### src/sha1_pkg.sv
// Package for the SHA-1 engine: sequencer states, initial hash values,
// round constants and the round function.
// Depends on nothing; used by sha1_digest.
package sha1_pkg;

  typedef enum logic [2:0] {
    S_IDLE,
    S_PAD,
    S_ROUND,
    S_ADD,
    S_OUT
  } state_t;

  typedef logic [31:0] word_t;

  localparam int unsigned NumHash   = 5;
  localparam int unsigned NumRounds = 80;
  localparam int unsigned BlockBits = 512;

  localparam word_t Iv [NumHash] = '{
    32'h67452301, 32'hEFCDAB89, 32'h98BADCFE, 32'h10325476, 32'hC3D2E1F0
  };

  localparam word_t K0 = 32'h5A827999;
  localparam word_t K1 = 32'h6ED9EBA1;
  localparam word_t K2 = 32'h8F1BBCDC;
  localparam word_t K3 = 32'hCA62C1D6;

  localparam logic [7:0] PadByte = 8'h80;

  function automatic word_t round_f(input logic [6:0] r, input word_t b,
                                    input word_t c, input word_t d);
    word_t res;
    if (r < 7'd20) begin
      res = (b & c) | (~b & d);
    end else if (r < 7'd40) begin
      res = b ^ c ^ d;
    end else if (r < 7'd60) begin
      res = (b & c) | (b & d) | (c & d);
    end else begin
      res = b ^ c ^ d;
    end
    return res;
  endfunction

  function automatic word_t round_k(input logic [6:0] r);
    word_t res;
    if (r < 7'd20) begin
      res = K0;
    end else if (r < 7'd40) begin
      res = K1;
    end else if (r < 7'd60) begin
      res = K2;
    end else begin
      res = K3;
    end
    return res;
  endfunction

endpackage

### src/sha1_digest.sv
// SHA-1 engine top level: byte packer, padding sequencer, one-round-per-cycle
// compression with a rolling schedule, and digest word output.
// Depends on sha1_pkg.
//
//  channel | dir | tdata            | tuser        | tlast
//  s_*     | in  | [7:0] msg_byte   | byte_present | end_of_message
//  m_*     | out | [31:0] digest_wd | -            | last_word
//
// One data byte per cycle in idle; a full block then adds 80 rounds and 1 add state.
// End of message: one pad byte per cycle up to the block end (up to 72 pad bytes with
// an extra block), the rounds and add of each block, then 5 output transactions.
// s_tready is high only in idle; nothing is accepted while padding, hashing
// or emitting. Output words hold while m_tready is low.
// Reset is synchronous; no clearing pass is needed.
module sha1_digest (
  input  logic        clk,
  input  logic        rst,
  input  logic        s_tvalid,
  output logic        s_tready,
  input  logic [7:0]  s_tdata,   // [7:0] msg_byte
  input  logic        s_tuser,   // [0] byte_present
  input  logic        s_tlast,   // end_of_message
  output logic        m_tvalid,
  input  logic        m_tready,
  output logic [31:0] m_tdata,   // [31:0] digest_word
  output logic        m_tlast    // last_word
);
  import sha1_pkg::*;

  state_t state, state_next;

  word_t chain [NumHash];
  word_t wa, wb, wc, wd, we;
  logic [BlockBits-1:0] blk;
  logic [63:0] bit_count;
  logic [5:0]  slot;
  logic [6:0]  round;
  logic [2:0]  out_idx;
  logic        pad_active, done80, len_phase, final_blk;

  logic        s_fire, m_fire;
  logic        ins_en, use_len, wrap;
  logic [7:0]  ins_byte;
  word_t       w0, w2, w8, w13, w_new, t_sum;

  assign s_fire = s_tvalid && s_tready;
  assign m_fire = m_tvalid && m_tready;

  assign w0  = blk[511:480];
  assign w2  = blk[447:416];
  assign w8  = blk[255:224];
  assign w13 = blk[95:64];
  assign w_new = {w13[30:0] ^ w8[30:0] ^ w2[30:0] ^ w0[30:0],
                  w13[31] ^ w8[31] ^ w2[31] ^ w0[31]};
  assign t_sum = {wa[26:0], wa[31:27]} + round_f(round, wb, wc, wd) + we
                 + round_k(round) + w0;

  assign use_len = done80 && (len_phase || (slot == 6'd56));
  assign wrap    = (slot == 6'd63);

  always_comb begin
    ins_en   = 1'b0;
    ins_byte = s_tdata;
    unique case (state)
      S_IDLE: ins_en = s_fire && s_tuser;
      S_PAD: begin
        ins_en = 1'b1;
        if (!done80) begin
          ins_byte = PadByte;
        end else if (use_len) begin
          ins_byte = bit_count[63:56];
        end else begin
          ins_byte = 8'h00;
        end
      end
      default: ins_en = 1'b0;
    endcase
  end

  always_comb begin
    state_next = state;
    unique case (state)
      S_IDLE: begin
        if (s_fire) begin
          if (s_tuser && wrap) begin
            state_next = S_ROUND;
          end else if (s_tlast) begin
            state_next = S_PAD;
          end
        end
      end
      S_PAD:   if (wrap) state_next = S_ROUND;
      S_ROUND: if (round == 7'(NumRounds - 1)) state_next = S_ADD;
      S_ADD: begin
        if (final_blk) begin
          state_next = S_OUT;
        end else if (pad_active) begin
          state_next = S_PAD;
        end else begin
          state_next = S_IDLE;
        end
      end
      S_OUT:   if (m_fire && out_idx == 3'(NumHash - 1)) state_next = S_IDLE;
      default: state_next = S_IDLE;
    endcase
  end

  always_comb begin
    s_tready = (state == S_IDLE);
    m_tvalid = (state == S_OUT);
    m_tdata  = chain[out_idx];
    m_tlast  = (out_idx == 3'(NumHash - 1));
  end

  always_ff @(posedge clk) begin
    if (rst) begin
      state      <= S_IDLE;
      chain      <= Iv;
      bit_count  <= '0;
      slot       <= '0;
      round      <= '0;
      out_idx    <= '0;
      pad_active <= 1'b0;
      done80     <= 1'b0;
      len_phase  <= 1'b0;
      final_blk  <= 1'b0;
    end else begin
      state <= state_next;
      if (ins_en) begin
        blk  <= {blk[BlockBits-9:0], ins_byte};
        slot <= slot + 6'd1;
        if (wrap) begin
          {wa, wb, wc, wd, we} <= {chain[0], chain[1], chain[2], chain[3], chain[4]};
          round <= '0;
        end
      end
      unique case (state)
        S_IDLE: begin
          if (s_fire) begin
            if (s_tuser) bit_count <= bit_count + 64'd8;
            if (s_tlast) pad_active <= 1'b1;
          end
        end
        S_PAD: begin
          done80 <= 1'b1;
          if (use_len) begin
            len_phase <= 1'b1;
            bit_count <= {bit_count[55:0], 8'h00};
            if (wrap) final_blk <= 1'b1;
          end
        end
        S_ROUND: begin
          blk   <= {blk[BlockBits-33:0], w_new};
          wa    <= t_sum;
          wb    <= wa;
          wc    <= {wb[1:0], wb[31:2]};
          wd    <= wc;
          we    <= wd;
          round <= round + 7'd1;
        end
        S_ADD: begin
          chain[0] <= chain[0] + wa;
          chain[1] <= chain[1] + wb;
          chain[2] <= chain[2] + wc;
          chain[3] <= chain[3] + wd;
          chain[4] <= chain[4] + we;
        end
        S_OUT: begin
          if (m_fire) begin
            if (out_idx == 3'(NumHash - 1)) begin
              out_idx    <= '0;
              chain      <= Iv;
              bit_count  <= '0;
              slot       <= '0;
              pad_active <= 1'b0;
              done80     <= 1'b0;
              len_phase  <= 1'b0;
              final_blk  <= 1'b0;
            end else begin
              out_idx <= out_idx + 3'd1;
            end
          end
        end
        default: ;
      endcase
    end
  end

`ifndef NO_ASSERTIONS
  a_no_overlap: assert property (@(posedge clk) disable iff (rst)
    !(s_tready && m_tvalid))
    else $error("input accepted while digest is presented");

  a_last_ends: assert property (@(posedge clk) disable iff (rst)
    (m_fire && m_tlast) |=> (!m_tvalid && s_tready && slot == 6'd0))
    else $error("engine not cleared after last digest word");

  a_round_range: assert property (@(posedge clk) disable iff (rst)
    (state == S_ROUND) |-> (round < 7'(NumRounds)))
    else $error("round counter out of range");

  a_final_pad: assert property (@(posedge clk) disable iff (rst)
    final_blk |-> (pad_active && done80 && len_phase))
    else $error("final block flagged outside of length padding");
`endif

endmodule
### config.mk
export PLATFORM = sky130hd
export DESIGN_NAME = sha1_digest
export DESIGN_NICKNAME = d
export VERILOG_FILES = /design/src/sha1_pkg.sv /design/src/sha1_digest.sv
export SDC_FILE = /design/constraint.sdc
export NUM_CORES = 2
export LEC_CHECK = 0
export BUFFER_PORTS_ARGS = -buffer_cell sky130_fd_sc_hd__buf_2
export CAP_MARGIN = 20
export CORE_ASPECT_RATIO = 1.5
export CORE_UTILIZATION = 55
export CTS_CLUSTER_DIAMETER = 150
export DETAILED_ROUTE_END_ITERATION = 6
export GPL_ROUTABILITY_DRIVEN = 0
export PLACE_DENSITY = 0.71
export SLEW_MARGIN = 40
export SYNTH_ARGS = -nofsm -noshare
export SYNTH_HDL_FRONTEND = slang
export SYNTH_SLANG_ARGS = --single-unit
### constraint.sdc
create_clock -name clk -period 27.7 [get_ports clk]
set_clock_uncertainty 0.15 [all_clocks]
set_input_delay 0 -clock clk [delete_from_list [all_inputs] [get_ports clk]]
set_output_delay 0 -clock clk [all_outputs]
set_load 0.01 [all_outputs]
Word-level counts from Yosys, hierarchy flattened. Index checks and enable logic that the tools add are counted.

Flip-flop bits (word level): 919. Input port bits: 14. Output and inout port bits: 35. Word-level logic and storage cells: 165.

Add/subtract/negate cells: 13. Order comparisons: 4. Equality and inequality tests: 18. Multiplexer cells: 67. Bitwise logic cells: 18. Reduce and logical (&&, ||, !) cells: 25.

Operators with widths (count): two-way mux 512 bit (2); two-way mux 32 bit (22); two-way mux 160 bit (2); two-way mux 64 bit (5); case mux 160 bit (2 select lines) (1); adder 32 bit (9); case mux 64 bit (3 select lines) (1); AND 32 bit (4); binary-select mux 32 bit (select 3 bit) (1); OR 32 bit (3); XOR 31 bit (3); adder 64 x 4 -> 64 bit (second input constant) (1); XOR 32 bit (2); inverter 32 bit (1); two-way mux 31 bit (1); two-way mux 3 bit (8); two-way mux 6 bit (4); two-way mux 8 bit (3); two-way mux 7 bit (3); case mux 3 bit (5 select lines) (1); AND reduction 5 bit (3); less-than comparator 7 x 6 -> 1 bit (second input constant) (2); == test 6 bit (second input constant) (2); inequality test 2 x 1 -> 1 bit (second input constant) (6); other kinds (25) (55).

Depth between registers and ports, before layout.
Word-level depth: 11. Depth in mapped cells: 25. Mapped depth without buffers: 22.

Worst setup path after synthesis. No wires, ideal clock.

Path kind: reg-to-reg. Start: register state[0]. End: register blk[0], enable pin. Setup time: 1.401 ns. Arrival: 22.818 ns. Slack: 3.331 ns. Cell stages (with the launch flop): 8. Buffers on the path: 4. Clock period less this slack: 24.369 ns. Cells stage by stage: dfxtp_1 -> clkbuf_1 -> clkbuf_1 -> nor3b_1 -> clkbuf_1 -> clkbuf_1 -> nor2_1 -> nor2_1.

Longest elaborated chain between the ends: 6. Elaborated cells on any way between the ends: 8. Those cells by class: eq/ne (2); mux (1); reduce/logical (5).

RTL lines: start, declared (RTL line sha1_digest.sv:30) `state_t state, state_next;`; start signal, assigned (RTL line sha1_digest.sv:128) `state <= state_next;`; logical NOT 3 bit (RTL line sha1_digest.sv:64, sha1_digest.sv:109); logical AND 1 bit (RTL line sha1_digest.sv:46) `assign s_fire = s_tvalid && s_tready;`; logical AND 1 bit (RTL line sha1_digest.sv:65) `S_IDLE: ins_en = s_fire && s_tuser;`; case mux 1 bit (2 select lines) (RTL line sha1_digest.sv:64) `unique case (state)`; nonzero test 2 bit (no source line) *; AND reduction 2 bit (no source line) *; end signal, assigned (RTL line sha1_digest.sv:130) `blk <= {blk[BlockBits-9:0], ins_byte};`; end signal, assigned (RTL line sha1_digest.sv:153) `blk <= {blk[BlockBits-33:0], w_new};`; end, declared (RTL line sha1_digest.sv:34) `logic [BlockBits-1:0] blk;`.

Every way passes the cells marked *; elsewhere a longest branch is shown, timed or not. A chain may end at the register's enable or synchronous reset.

Final worst setup path.
Start: register round[4]. End: register wa[25], data pin.

Longest elaborated chain between the ends: 9. Elaborated cells on any way between the ends: 14. Those cells by class: add/sub (4); order compare (3); mux (7).

RTL lines: start, declared (RTL line sha1_digest.sv:37) `logic [6:0] round;`; start signal, assigned (RTL line sha1_digest.sv:159) `round <= round + 7'd1;`; less-than comparator 7 x 6 -> 1 bit (RTL line sha1_pkg.sv:38, sha1_pkg.sv:52); two-way mux 32 bit (RTL line sha1_pkg.sv:38) `end else if (r < 7'd60) begin`; two-way mux 32 bit (RTL line sha1_pkg.sv:36) `end else if (r < 7'd40) begin`; two-way mux 32 bit (RTL line sha1_pkg.sv:34) `if (r < 7'd20) begin`; adder 32 bit (2 in a row) (RTL line sha1_digest.sv:55) `assign t_sum = {wa[26:0], wa[31:27]} + round_f(round, wb, wc, wd) + we`; adder 32 bit * (2 in a row) (RTL line sha1_digest.sv:56) `+ round_k(round) + w0;`; two-way mux 32 bit * (RTL line sha1_digest.sv:137) `unique case (state)`; end signal, assigned (RTL line sha1_digest.sv:133) `{wa, wb, wc, wd, we} <= {chain[0], chain[1], chain[2], chain[3], chain[4]};`; end signal, assigned (RTL line sha1_digest.sv:154) `wa <= t_sum;`; end, declared (RTL line sha1_digest.sv:33) `word_t wa, wb, wc, wd, we;`.

Marked as above.

==> summary.md <==
| Metric | Value |
|---|---|
| Outcome | `complete, no violations` |
| Post-Synthesis Cell Area | `0.05315 mm2` |
| Overflow after GRT | `0` |
| Max_cap viols | `0` |
| Die Y | `382.7 um` |
| Synth Flop Type | `edfxtp_1` |
| Cell Count, Final, Fillers Out | `7,184` |
| H-tree levels | `3` |
| Met2 routed WL | `71,920 um` |
| Peak Freq | `0.1448 GHz` |
| Worst EP arrival | `7.20 ns` |
| Top-count cell post-synth | `nand2_1` |
| Most used cell, CP | `inv_1` |
| LEAKAGE | `24.30 nW` |
| Multi-input logic area | `0.02604 mm2` |
| Synth Register Bits | `916` |
| CP startpoint kind | `flop` |
| Vias/cell | `5.899` |
| DRT Wirelength | `148,200 um` |
| Cell taking the most area after synthesis | `edfxtp_1` |
| Critical path peak fanout | `20` |
| Tmin final | `6.907 ns` |
| Syn Nets | `6,245` |
| Layout fillers | `8,195` |
| Post-Syn Instances | `5,907` |
| Max layer used | `met4` |
| Final hold viol count | `0` |
| Slew Limit Fails | `0` |
| Worst VDD drop | `0.00004397 V` |
| Largest net degree at the start of global routing | `116` |
| Vias | `42,382` |
| Syn_area_per_cell | `8.997 um2` |
| Worst Path Required | `27.99 ns` |
| Hold crit path type | `primary input to flop` |
| Clk slew on worst S/H paths | `0.07 ns` |
| Initial antenna violation count | `0` |
| CTS tree | `done` |
| Worst Max-Slew Pin Slew | `1.030 ns` |
| ANT cells | `0` |
| Sequential share of power | `51.2%` |
| Standard-cell rows | `139` |
| Root Driver | `clkbuf_16` |
| Synth top cells by count | `2,067 x nand2_1, 672 x edfxtp_1, 316 x nor2_1, 315 x o21ai_0, 288 x inv_1` |
| Post-DRT Antenna Nets | `0` |
| Synth top area share | `37.97%` |
| Vias in the first global route | `41,285` |
| Rel. slew slack | `31.09%` |
| Metal3 WL | `8715 um` |
| RSZ-0062 raised after global routing | `false` |
| CP max stage delay | `0.68 ns` |
| Asr flop ratio synth | `0%` |
| Synth cell types | `85` |
| Total GRT Usage | `30.18%` |
| Final #Nets | `6,180` |
| Clock Path Buffers | `3` |
| Crit path cell chain | `and3_1 -> or3_1 -> buf_4 -> inv_1 -> a21oi_2 -> buf_4 -> a221o_1 -> fa_1 -> inv_1 -> fa_1 -> inv_1 -> ha_1 -> nor2b_1 -> o21a_1 -> o21ai_0 -> nand2_1 -> a31o_2 -> a21oi_1 -> o21ai_0 -> o41ai_4 -> nor4_1 -> or3_1` |
| DIE AREA | `0.09790 mm2` |
| Clock power share | `41.4%` |
| Top Ports | `49` |
| IO buf count | `48` |
| Iter 0 DRT Violations | `4,452` |
| Core box area | `0.09565 mm2` |
| R2r setup slk | `20.79 ns` |
| Global-route wire length before repair | `231,500 um` |
| Worst hold slack | `0.09952 ns` |
| PD cells | `53.37 mW/mm2` |
| Slowest stage cell, crit path | `inv_1` |
| Top post-synthesis cells by area | `edfxtp_1 38%, nand2_1 15%, dfxtp_1 9.2%` |
| Initial cell density of the core | `55.56%` |
| Place WS | `20.75 ns` |
| WL per Instance | `20.62 um` |
| Register area share after synthesis | `47.16%` |
| Critical path buffer and inverter count | `5` |
| Setup-failing EPs final | `0` |
| Clock sink total | `916` |
| Drt first pass iters | `5` |
| Setup WS post-layout | `20.79 ns` |
| Sequential Area | `0.02507 mm2` |
| DIE WIDTH | `255.8 um` |
| Yosys Warn Count | `0` |
| Combinational share of power | `7.4%` |
| Top delay family on crit path | `compound AO/OA/AOI/OAI gates` |
| Switch share | `24.28%` |
| Post-CTS setup buffer count | `0` |
| Clk Latency, worst-skew pair | `0.72 ns` |
| Met1 WL | `55,350 um` |
| Setup TNS | `0 ns` |
| DRC Markers | `0` |
| Placed Cells | `7,001` |
| Post-synth EDFFs | `672` |
| Final Cycle Share | `24.94%` |
| Share of cells above drive strength 1 | `5.579%` |
| Total CTS buffers | `90` |
| Net Switching | `0.7497 mW` |
| Dpl hpwl | `102,400 um` |
| CP endpoint kind | `flop` |
| Internal power | `2.338 mW` |
| Synthesis-to-layout area growth | `8.845%` |
| Setup Crit Path Kind | `flop to flop` |
-- placed cells by master (no fill, tap or decap), types with 26 or more instances in the layout --
cell type     n
buf_4        41
fa_1        125
edfxtp_1    672
clkbuf_1     28
ha_1        199
mux4_2       32
clkbuf_16    92
o22ai_1      54
buf_2        48
a21oi_1     261
o21ai_0     312
xor2_1       79
o31ai_1      27
dfxtp_1     242
o21bai_1     26
nor3_1       57
nor2_1      312
a21o_1       86
nand2_1    2065
nand2b_1     37
inv_1       288
and3_1       40
xnor2_1     195
a22oi_1      62
nand3_1      56
nand4_1      33
-- state kept, by name, summed over array words and instances, names as in the netlist, 7 cells and up --
name and cells:
bit_count 61, blk 512, chain 160, round 7, wa 32, wb 32
wc 32, wd 32, we 32
-- routing by layer --
layer,vias to the layer above,GRT usage (%)
li1,19998,-
met1,20399,35.36
met2,1513,50.52
met3,472,4.267
met4,0,22.50
met5,-,0
-- area by class of cell --
class	count	area share [%]
Timing Repair Buffer	129	1.843
Multi-Input combinational cell	4416	45.02
Sequential cell	916	43.33
Clock inverter	37	0.8349
Inverter	289	1.875
Clock buffer	128	4.352
Tap cell	1269	2.745
-- per-stage QoR --
step / cell area [um2] / power (mW) / util, %
3_5_place_dp: 54650 / 1.836 / 57.14
5_1_grt: 57850 / 3.183 / 60.47
4_1_cts: 57820 / 3.105 / 60.45
3_3_place_gp: 54440 / 1.827 / 56.91
2_1_floorplan: 53150 / 1.810 / -
6_report: 57850 / 3.088 / 60.47
-- tightest hold or removal path, delay by kind of cell --
family | cells | cell delay (ns)
and+or+nand+nor | 1 | 0.12
buffers and inverters | 2 | 0.78
-- worst paths after layout --
check	from	end	depth (start not counted)
worst min-delay path	rst	round[0]	3
worst max register to register	round[4]	wa[25]	22
worst min register to register	len_phase	len_phase	2
worst max-delay path	round[4]	wa[25]	22
-- power by group through the flow --
stage                     registers, mW  clock network, mW  logic [mW]
after floorplan                    1.64                  0       0.166
after CTS                          1.58               1.29       0.229
after detailed placement           1.61                  0       0.225
final                              1.58               1.28       0.229
after global placement             1.61                  0       0.217
after global routing               1.59               1.34       0.256
-- cells by family (layout without fill, tap and decap cells) --
group,count (synthesis),count (layout),share of synthesized area (%)
AO/OA/AOI/OAI,1032,1032,12.08
XOR/XNOR,274,274,4.515
multiplexers,65,65,2.001
adder cells (fa/ha/maj),324,324,9.394
AND/OR/NAND/NOR,2721,2721,20.78
flip-flops,916,916,47.16
buffers and inverters,575,583,4.071
-- what timing repair did --
action,CTS,global route
hold endpoints to repair,188,0
resized for setup,0,0
hold buffers,17,0
(Power assumes the default switching activity.)
